$ cat config.mk
export PLATFORM = sky130hd
export DESIGN_NAME = packet_snoop_signal_aspect
export DESIGN_NICKNAME = d
export VERILOG_FILES = /design/src/rtl/core/pss_pkg.sv /design/src/rtl/core/packet_snoop_signal_aspect.sv /design/src/rtl/core/pss_store.sv /design/src/rtl/core/pss_match.sv
export SDC_FILE = /design/constraint.sdc
export NUM_CORES = 1
export LEC_CHECK = 0
export ABC_AREA = 1
export BUFFER_PORTS_ARGS = -buffer_cell sky130_fd_sc_hd__buf_2
export CORE_ASPECT_RATIO = 0.7
export CORE_MARGIN = 8
export CORE_UTILIZATION = 47
export DETAILED_ROUTE_END_ITERATION = 10
export GPL_ROUTABILITY_DRIVEN = 0
export GPL_TIMING_DRIVEN = 0
export SYNTH_ARGS = -nofsm -noshare
export SYNTH_HDL_FRONTEND = slang
export SYNTH_HIERARCHICAL = 1
export SYNTH_SLANG_ARGS = --single-unit
export TNS_END_PERCENT = 100
$ cat constraint.sdc
create_clock -name clk_i -period 3.5 [get_ports clk_i]
set_clock_uncertainty 0.05 [all_clocks]
set_input_delay 0.175 -clock clk_i [delete_from_list [all_inputs] [get_ports clk_i]]
set_output_delay 0.175 -clock clk_i [all_outputs]
set_load 0.02 [all_outputs]
$ cat src/rtl/core/pss_pkg.sv
// Shared types, constants and helper functions of the packet snoop signal aspect block.
package pss_pkg;

  // Packet store geometry.
  localparam int PACKET_BYTES  = 32;
  localparam int TABLE_ENTRIES = 16;
  localparam int ADDR_W        = $clog2(PACKET_BYTES);
  localparam int COUNT_W       = $clog2(PACKET_BYTES + 1);
  localparam int INDEX_W       = 5;
  localparam int ENTRY_W       = $clog2(TABLE_ENTRIES);
  localparam int TABLE_W       = TABLE_ENTRIES * 8;

  // Header byte positions.
  localparam logic [INDEX_W-1:0] DEST_INDEX   = 5'd0;
  localparam logic [INDEX_W-1:0] SOURCE_INDEX = 5'd1;
  localparam logic [INDEX_W-1:0] TYPE_INDEX   = 5'd5;

  // Addresses and command types.
  localparam logic [7:0] BROADCAST_ADDR       = 8'hFF;
  localparam logic [7:0] DEVICE_ADDRESS_RESET = 8'h03;
  localparam logic [7:0] CMD_ADDRESS  = 8'h41;
  localparam logic [7:0] CMD_WRITE    = 8'h57;
  localparam logic [7:0] CMD_READ     = 8'h52;
  localparam logic [7:0] CMD_VERSION  = 8'h56;
  localparam logic [7:0] CMD_RESET    = 8'h58;

  // Flag bits within a signal nibble.
  localparam int FLAG_OCC  = 0;
  localparam int FLAG_ADV  = 1;
  localparam int FLAG_ADV2 = 2;
  localparam int FLAG_TMBL = 3;

  // Aspect codes.
  localparam logic [2:0] LAMP_GREEN      = 3'd1;
  localparam logic [2:0] LAMP_YELLOW     = 3'd2;
  localparam logic [2:0] LAMP_FLASH_YLW  = 3'd3;
  localparam logic [2:0] LAMP_RED        = 3'd4;

  // Configuration register indexes.
  typedef enum logic [2:0] {
    REG_DEVICE_ADDRESS = 3'd0,
    REG_SOURCE_LOW     = 3'd1,
    REG_SOURCE_HIGH    = 3'd2,
    REG_TYPE_LOW       = 3'd3,
    REG_TYPE_HIGH      = 3'd4,
    REG_SELECT_LOW     = 3'd5,
    REG_SELECT_HIGH    = 3'd6
  } reg_idx_e;

  // Configuration seen by the match unit and the sequencer.
  typedef struct packed {
    logic [7:0]         device_address;
    logic [TABLE_W-1:0] src_tab;
    logic [TABLE_W-1:0] typ_tab;
    logic [TABLE_W-1:0] sel_tab;
  } cfg_t;

  // Control of the packet store.
  typedef struct packed {
    logic       wr_en;
    logic       clear;
    logic [7:0] wr_data;
  } store_ctrl_t;

  // Aspect of one signal from its flag nibble.
  function automatic logic [2:0] aspect_of(input logic [3:0] nib);
    logic [2:0] asp;
    if (nib[FLAG_OCC] || nib[FLAG_TMBL]) begin
      asp = LAMP_RED;
    end else if (nib[FLAG_ADV]) begin
      asp = LAMP_YELLOW;
    end else if (nib[FLAG_ADV2]) begin
      asp = LAMP_FLASH_YLW;
    end else begin
      asp = LAMP_GREEN;
    end
    return asp;
  endfunction

endpackage

$ cat src/rtl/core/packet_snoop_signal_aspect.sv
// Top level of the packet snoop signal aspect block: sequencer, registers and output stage.
//
// Packet bytes arrive one item at a time; a byte that is not final is taken and the block
// stays ready. The final byte starts a pass of three header reads, one filter step,
// sixteen table steps through the single read port of the packet store and the one shared
// match unit, one entry per cycle, and the output load. A dropped packet skips the table
// steps. The input is ready again in the cycle after the load, so the next item is taken
// only once the pass is through, later while an earlier result still waits downstream.
// The store needs no clearing pass: its fill count makes bytes that were not received
// read as zero.
module packet_snoop_signal_aspect (
  input  logic        clk_i,
  input  logic        rst_ni,
  // Configuration write port.
  input  logic        cfg_we_i,
  input  logic [2:0]  cfg_index_i,
  input  logic [63:0] cfg_data_i,
  // Input stream.
  input  logic        s_axis_tvalid,
  output logic        s_axis_tready,
  input  logic [7:0]  s_axis_tdata,   // [7:0] rx_byte
  input  logic        s_axis_tlast,   // last_byte
  input  logic        s_axis_tuser,   // crc_good
  // Output stream.
  output logic        m_axis_tvalid,
  input  logic        m_axis_tready,
  // [2:0] aspect_one, [5:3] aspect_two, [8:6] aspect_three, [11:9] aspect_four,
  // [27:12] occupancy_flags, [31:28] zero
  output logic [31:0] m_axis_tdata,
  output logic        m_axis_tuser    // packet_accepted
);

  typedef enum logic [2:0] {
    S_IDLE,
    S_DST,
    S_SRC,
    S_TYP,
    S_FILT,
    S_ENT,
    S_OUT
  } state_e;

  state_e                      state_q;
  pss_pkg::cfg_t               cfg_q;
  pss_pkg::store_ctrl_t        store_ctrl;
  logic [pss_pkg::INDEX_W-1:0] rd_idx;
  logic [7:0]                  rd_byte;
  logic [7:0]                  dst_q;
  logic [7:0]                  src_q;
  logic [7:0]                  typ_q;
  logic                        crc_q;
  logic                        acc_q;
  logic [pss_pkg::ENTRY_W-1:0] ent_q;
  logic [2:0]                  bitn_q;
  logic [15:0]                 occ_q;
  logic [15:0]                 occ_next;
  logic [pss_pkg::ENTRY_W-1:0] issue_ent;
  logic [7:0]                  issue_sel;
  logic                        in_acc;
  logic                        drop;
  logic                        out_free;
  logic                        out_valid_q;
  logic [31:0]                 out_data_q;
  logic                        out_acc_q;

  assign s_axis_tready = (state_q == S_IDLE);
  assign in_acc        = s_axis_tvalid && s_axis_tready;
  assign out_free      = !out_valid_q || m_axis_tready;

  assign m_axis_tvalid = out_valid_q;
  assign m_axis_tdata  = out_data_q;
  assign m_axis_tuser  = out_acc_q;

  // Configuration registers.
  always_ff @(posedge clk_i or negedge rst_ni) begin
    if (!rst_ni) begin
      cfg_q.device_address <= pss_pkg::DEVICE_ADDRESS_RESET;
      cfg_q.src_tab        <= '0;
      cfg_q.typ_tab        <= '0;
      cfg_q.sel_tab        <= '0;
    end else if (cfg_we_i) begin
      unique case (pss_pkg::reg_idx_e'(cfg_index_i))
        pss_pkg::REG_DEVICE_ADDRESS: cfg_q.device_address      <= cfg_data_i[7:0];
        pss_pkg::REG_SOURCE_LOW:     cfg_q.src_tab[63:0]       <= cfg_data_i;
        pss_pkg::REG_SOURCE_HIGH:    cfg_q.src_tab[127:64]     <= cfg_data_i;
        pss_pkg::REG_TYPE_LOW:       cfg_q.typ_tab[63:0]       <= cfg_data_i;
        pss_pkg::REG_TYPE_HIGH:      cfg_q.typ_tab[127:64]     <= cfg_data_i;
        pss_pkg::REG_SELECT_LOW:     cfg_q.sel_tab[63:0]       <= cfg_data_i;
        pss_pkg::REG_SELECT_HIGH:    cfg_q.sel_tab[127:64]     <= cfg_data_i;
        default: ;
      endcase
    end
  end

  // Store control: write each item, empty the store once the result is loaded.
  assign store_ctrl.wr_en   = in_acc;
  assign store_ctrl.wr_data = s_axis_tdata;
  assign store_ctrl.clear   = (state_q == S_OUT) && out_free;

  // Read address: header bytes first, then the selected byte of each entry in turn.
  assign issue_ent = (state_q == S_FILT) ? '0 : ent_q + 1'b1;
  assign issue_sel = cfg_q.sel_tab[{issue_ent, 3'b000} +: 8];

  always_comb begin
    unique case (state_q)
      S_DST:   rd_idx = pss_pkg::DEST_INDEX;
      S_SRC:   rd_idx = pss_pkg::SOURCE_INDEX;
      S_TYP:   rd_idx = pss_pkg::TYPE_INDEX;
      default: rd_idx = issue_sel[pss_pkg::INDEX_W-1:0];
    endcase
  end

  pss_store u_store (
    .clk_i     (clk_i),
    .rst_ni    (rst_ni),
    .ctrl_i    (store_ctrl),
    .rd_idx_i  (rd_idx),
    .rd_byte_o (rd_byte)
  );

  pss_match u_match (
    .cfg_i  (cfg_q),
    .ent_i  (ent_q),
    .src_i  (src_q),
    .typ_i  (typ_q),
    .byte_i (rd_byte),
    .bitn_i (bitn_q),
    .occ_i  (occ_q),
    .occ_o  (occ_next)
  );

  // Filters; the type byte arrives from the store in the filter cycle.
  assign drop = (src_q == cfg_q.device_address) ||
                ((dst_q != pss_pkg::BROADCAST_ADDR) && (dst_q != cfg_q.device_address)) ||
                !crc_q ||
                (rd_byte == pss_pkg::CMD_ADDRESS) || (rd_byte == pss_pkg::CMD_WRITE) ||
                (rd_byte == pss_pkg::CMD_READ) || (rd_byte == pss_pkg::CMD_VERSION) ||
                (rd_byte == pss_pkg::CMD_RESET);

  // Sequencer with its working and output registers.
  always_ff @(posedge clk_i or negedge rst_ni) begin
    if (!rst_ni) begin
      state_q     <= S_IDLE;
      occ_q       <= '0;
      out_valid_q <= 1'b0;
      out_data_q  <= '0;
      out_acc_q   <= 1'b0;
      ent_q       <= '0;
      bitn_q      <= '0;
      dst_q       <= '0;
      src_q       <= '0;
      typ_q       <= '0;
      acc_q       <= 1'b0;
      crc_q       <= 1'b0;
    end else begin
      // The output register fills when a result is loaded and empties when taken.
      if ((state_q == S_OUT) && out_free) begin
        out_valid_q <= 1'b1;
      end else if (m_axis_tready) begin
        out_valid_q <= 1'b0;
      end
      unique case (state_q)
        S_IDLE: begin
          if (in_acc && s_axis_tlast) begin
            crc_q   <= s_axis_tuser;
            state_q <= S_DST;
          end
        end
        S_DST: begin
          state_q <= S_SRC;
        end
        S_SRC: begin
          dst_q   <= rd_byte;
          state_q <= S_TYP;
        end
        S_TYP: begin
          src_q   <= rd_byte;
          state_q <= S_FILT;
        end
        S_FILT: begin
          typ_q   <= rd_byte;
          acc_q   <= !drop;
          ent_q   <= '0;
          bitn_q  <= issue_sel[7:5];
          state_q <= drop ? S_OUT : S_ENT;
        end
        S_ENT: begin
          occ_q  <= occ_next;
          ent_q  <= issue_ent;
          bitn_q <= issue_sel[7:5];
          if (ent_q == pss_pkg::ENTRY_W'(pss_pkg::TABLE_ENTRIES - 1)) begin
            state_q <= S_OUT;
          end
        end
        S_OUT: begin
          if (out_free) begin
            out_acc_q   <= acc_q;
            out_data_q  <= {4'b0000, occ_q,
                            pss_pkg::aspect_of(occ_q[15:12]),
                            pss_pkg::aspect_of(occ_q[11:8]),
                            pss_pkg::aspect_of(occ_q[7:4]),
                            pss_pkg::aspect_of(occ_q[3:0])};
            state_q     <= S_IDLE;
          end
        end
        default: state_q <= S_IDLE;
      endcase
    end
  end

endmodule

$ cat src/rtl/core/pss_store.sv
// Packet byte store with a fill count and one registered read port.
module pss_store (
  input  logic                         clk_i,
  input  logic                         rst_ni,
  input  pss_pkg::store_ctrl_t         ctrl_i,
  input  logic [pss_pkg::INDEX_W-1:0]  rd_idx_i,
  output logic [7:0]                   rd_byte_o
);

  logic [7:0]                  mem_q [pss_pkg::PACKET_BYTES];
  logic [pss_pkg::COUNT_W-1:0] count_q;
  logic [7:0]                  rd_data_q;
  logic                        rd_ok_q;
  logic [pss_pkg::INDEX_W:0]   idx_ext;
  logic [pss_pkg::INDEX_W:0]   cnt_ext;
  logic                        rd_ok;

  // An entry holds data only below the fill count; anything else reads as zero.
  assign idx_ext = {1'b0, rd_idx_i};
  assign cnt_ext = (pss_pkg::INDEX_W + 1)'(count_q);
  assign rd_ok   = (idx_ext < (pss_pkg::INDEX_W + 1)'(pss_pkg::PACKET_BYTES)) &&
                   (idx_ext < cnt_ext);

  // Fill count: saturates at the store depth and returns to zero after a packet.
  always_ff @(posedge clk_i or negedge rst_ni) begin
    if (!rst_ni) begin
      count_q <= '0;
      rd_ok_q <= 1'b0;
    end else begin
      rd_ok_q <= rd_ok;
      if (ctrl_i.clear) begin
        count_q <= '0;
      end else if (ctrl_i.wr_en &&
                   (count_q < pss_pkg::COUNT_W'(pss_pkg::PACKET_BYTES))) begin
        count_q <= count_q + 1'b1;
      end
    end
  end

  // Byte memory: one write and one read a cycle.
  always_ff @(posedge clk_i) begin
    if (ctrl_i.wr_en && (count_q < pss_pkg::COUNT_W'(pss_pkg::PACKET_BYTES))) begin
      mem_q[count_q[pss_pkg::ADDR_W-1:0]] <= ctrl_i.wr_data;
    end
    rd_data_q <= mem_q[rd_idx_i[pss_pkg::ADDR_W-1:0]];
  end

  assign rd_byte_o = rd_ok_q ? rd_data_q : 8'h00;

endmodule

$ cat src/rtl/core/pss_match.sv
// Shared table match unit: compares one entry and updates its occupancy flag.
module pss_match (
  input  pss_pkg::cfg_t                cfg_i,
  input  logic [pss_pkg::ENTRY_W-1:0]  ent_i,
  input  logic [7:0]                   src_i,
  input  logic [7:0]                   typ_i,
  input  logic [7:0]                   byte_i,
  input  logic [2:0]                   bitn_i,
  input  logic [15:0]                  occ_i,
  output logic [15:0]                  occ_o
);

  logic [7:0] ent_src;
  logic [7:0] ent_typ;
  logic       hit;

  // Entry fields from the tables, one byte per entry.
  assign ent_src = cfg_i.src_tab[{ent_i, 3'b000} +: 8];
  assign ent_typ = cfg_i.typ_tab[{ent_i, 3'b000} +: 8];
  assign hit     = (src_i == ent_src) && (typ_i == ent_typ);

  // A hit copies the selected packet bit into the entry's flag.
  always_comb begin
    occ_o = occ_i;
    if (hit) begin
      occ_o[ent_i] = byte_i[bitn_i];
    end
  end

endmodule

==> results.json <==
{
  "status": "completed",
  "grt_max_degree": 118,
  "firstDrtPassIters": 6,
  "fmaxAchievable_mhz": 293,
  "synthCells": 3932,
  "switching_share": 0.450,
  "synth.distinct_cells": 45,
  "worstSkewPairLatency_ps": 650,
  "grt_usage": 0.301,
  "n_fill_cell": 6683,
  "synth_top_flop_cell": "dfrtp_1",
  "num_io_pins": 117,
  "setup_viol": 0,
  "drv_slew": 0,
  "power_frac_seq": 0.308,
  "vias": 28979,
  "yosys_warnings": 6,
  "drc": 0,
  "synth-edff-count": 256,
  "cts_made_buffers": 76,
  "power_density_mw_per_mm2": 938,
  "ant_nets": 0,
  "fin_crit_sh": 0.977,
  "coreArea_sq_mm": 0.0712,
  "p_switching_mw": 16.3,
  "worst_hold_path_type": "input pin to flop",
  "finalHoldViolations": 0,
  "ctsHtreeMaxLevel": 3,
  "gr-total-overflow": 0,
  "wl_mm": 122,
  "path_max_fanout": 10,
  "ir_worst_vdd_uv": 558,
  "core.rowCount": 82,
  "maxCapViolCount": 0,
  "cts_buffer_depth": 3,
  "cts.clk_slew.worst_paths_ps": 60,
  "critPathArrivalTime_ps": 3870,
  "whs_ps": 36.5,
  "nNetsFinal": 4262,
  "multi_input_area_sq_mm": 0.0119,
  "synth-async-reset-ratio": 0.646,
  "hpwl_mm": 86.6,
  "netlist_area_sq_mm": 0.0336,
  "leakagePower_nw": 18.0,
  "dieWidth_um": 336,
  "cts_tree": "built",
  "cts-root-buf": "clkbuf_16",
  "comb_power_share": 0.465,
  "worst_pin_slew_ps": 1060,
  "min_period_ps": 3420,
  "report.power.total_mw": 36.2,
  "wl_per_cell_um": 23.6,
  "post_drt_via_cell_ratio": 5.58,
  "grt_pass1_wl_mm": 179,
  "first_iter_violations": 3669,
  "synth-seq-cells": 745,
  "yosysSeqAreaShare": 0.592,
  "cp.required_ps": 3960,
  "intPower_mw": 19.9,
  "crit_type": "flop to flop",
  "die_h_um": 240,
  "drive_above_1_share": 0.0940,
  "antenna_found_initial": 9,
  "grt_pass1_vias": 26705,
  "clkPwrFrac": 0.227,
  "critPathLaunchType": "flop",
  "rsz0062_at_grt": "true",
  "die-area_sq_mm": 0.0804,
  "io_buffers": 112,
  "slew-limit-headroom": 0.288,
  "synth_area_per_cell_sq_um": 8.54,
  "regArea_sq_mm": 0.0199,
  "cts_sinks": 745,
  "endpoint_kind": "flop",
  "area_growth_pct": 15.0,
  "start_util": 0.472
}
cells by family after synthesis:
family | count (synthesis) | share of synthesized area
multiplexers | 1 | 0.000298
XOR/XNOR | 5 | 0.00130
other | 1 | 0.000112
flip-flops | 745 | 0.592
AO/OA/AOI/OAI | 553 | 0.0850
buffers and inverters | 419 | 0.0557
AND/OR/NAND/NOR | 2199 | 0.262
adder cells (fa/ha/maj) | 9 | 0.00335
worst paths after layout:
path / from / endpoint / slack (ps) / cells after the start
worst max-delay path: ent_q[0] / u_store/rd_data_q[4] / 80 / 20
worst min-delay path: cfg_data_i[31] / cfg_q[351] / 40 / 3
worst max register to register: ent_q[0] / u_store/rd_data_q[4] / 80 / 20
worst min register to register: m_axis_tdata[16] / m_axis_tdata[16] / 430 / 2
max in group asynchronous: rst_ni / occ_q[11] / 1750 / 4
min in group asynchronous: rst_ni / cfg_q[37] / 70 / 2
cell usage in the layout, fill, tap and decap left out, types with 9 or more instances in the layout:
cell type / n
buf_2: 141
nor2_1: 133
o21ai_0: 501
a21oi_1: 12
nand2_1: 1697
dlygate4sd3_1: 37
buf_4: 40
ha_1: 9
clkbuf_1: 120
clkinv_2: 16
dfrtp_1: 477
nand3_2: 11
buf_6: 24
inv_1: 185
o211ai_1: 9
nand3_1: 323
clkbuf_4: 18
o21bai_1: 15
edfxtp_1: 256
clkbuf_16: 78
metal layers:
layer | global-route usage | up-vias | wire [um]
li1 | - | 13195 | -
met1 | 0.461 | 14043 | 55400
met2 | 0.389 | 1538 | 46700
met3 | 0.123 | 199 | 17300
met4 | 0.0694 | 4 | 2920
met5 | 0 | - | 101
metrics by stage:
stage / std cells / worst slack [ps] / util / area, sq um / TNS, ps
3_5_place_dp: 5017 / -597 / 0.498 / 35500 / -4450
4_1_cts: 5188 / -13.2 / 0.539 / 38400 / -21.5
5_1_grt: 5191 / -13.2 / 0.542 / 38600 / -24.1
6_report: 5195 / 81.9 / 0.542 / 38600 / 0
2_1_floorplan: 3935 / 743 / - / 33600 / 0
3_3_place_gp: 5013 / -7980 / 0.497 / 35400 / -3798250
cells in the mapped netlist, drive strengths merged (2+ instances only):
cell       n  area, sq um
nand2   1703         6410
o21ai    505         2530
dfrtp    479        12000
nand3    334         1680
edfxtp   256         7690
inv      194          731
nor2     140          574
clkbuf   122          458
buf      101          676
o21bai    15          113
a21oi     13         65.1
ha         9          113
o211ai     9         67.6
dfxtp      8          160
nor3       7         40.0
nand3b     5         37.5
or2        5         31.3
xnor2      5         43.8
nand4      4         25.0
o21a       4         30.0
a211oi     2         15.0
clkinv     2         7.51
dfstp      2         52.6
sequential cells by signal, indices dropped and copies added, names as in the netlist, 3 cells and up:
signal,cells
cfg_q,392
u_store/mem_q,256
m_axis_tdata,28
occ_q,16
dst_q,8
src_q,8
typ_q,8
u_store/rd_data_q,8
u_store/cnt_ext,6
ent_q,4
bitn_q,3
state_q,3
final cells by class:
cell class | instances | share of cell area
buffer | 222 | 0.0328
antenna | 4 | 0.000259
tap | 966 | 0.0313
inverter | 196 | 0.0193
timing repair buffer | 159 | 0.0284
sequential | 745 | 0.515
clock buffer | 98 | 0.0543
multi-input combinational | 2771 | 0.309
clock inverter | 34 | 0.00927
power by group through the flow:
stage          clock network [mW]  logic [mW]  registers [mW]
4_1_cts                      8.32        15.8            11.1
3_5_place_dp                    0        15.5            11.3
3_3_place_gp                    0        15.4            11.3
5_1_grt                      8.65        18.1            11.3
6_report                     8.22        16.8            11.2
2_1_floorplan                   0        9.70            11.1
timing repair:
action                                 4_1_cts  5_1_grt
hold buffers                                37        0
pin swaps                                    1        3
setup buffers                                2        4
endpoints found under the hold margin      211        0
setup endpoints to repair                    9        9
gates resized for setup                     29       75
critical path, stage by stage, from the launching register on:
cell      delay [ps]
dfrtp_2          490
ha_1             400
nand2_8          170
buf_4            220
nand3_1          160
nand3_1          130
nand3_1           80
nand2_1           90
nand2_1          120
nand2_2          140
inv_2             50
buf_4            180
clkbuf_4         210
nand2_1           80
nand3_1           70
nand3_1          180
nand2_1           90
nand2_1           70
nand2_1           60
nand2_1          100
nand2_1          110
No activity file was read; power rests on OpenSTA's default activity.
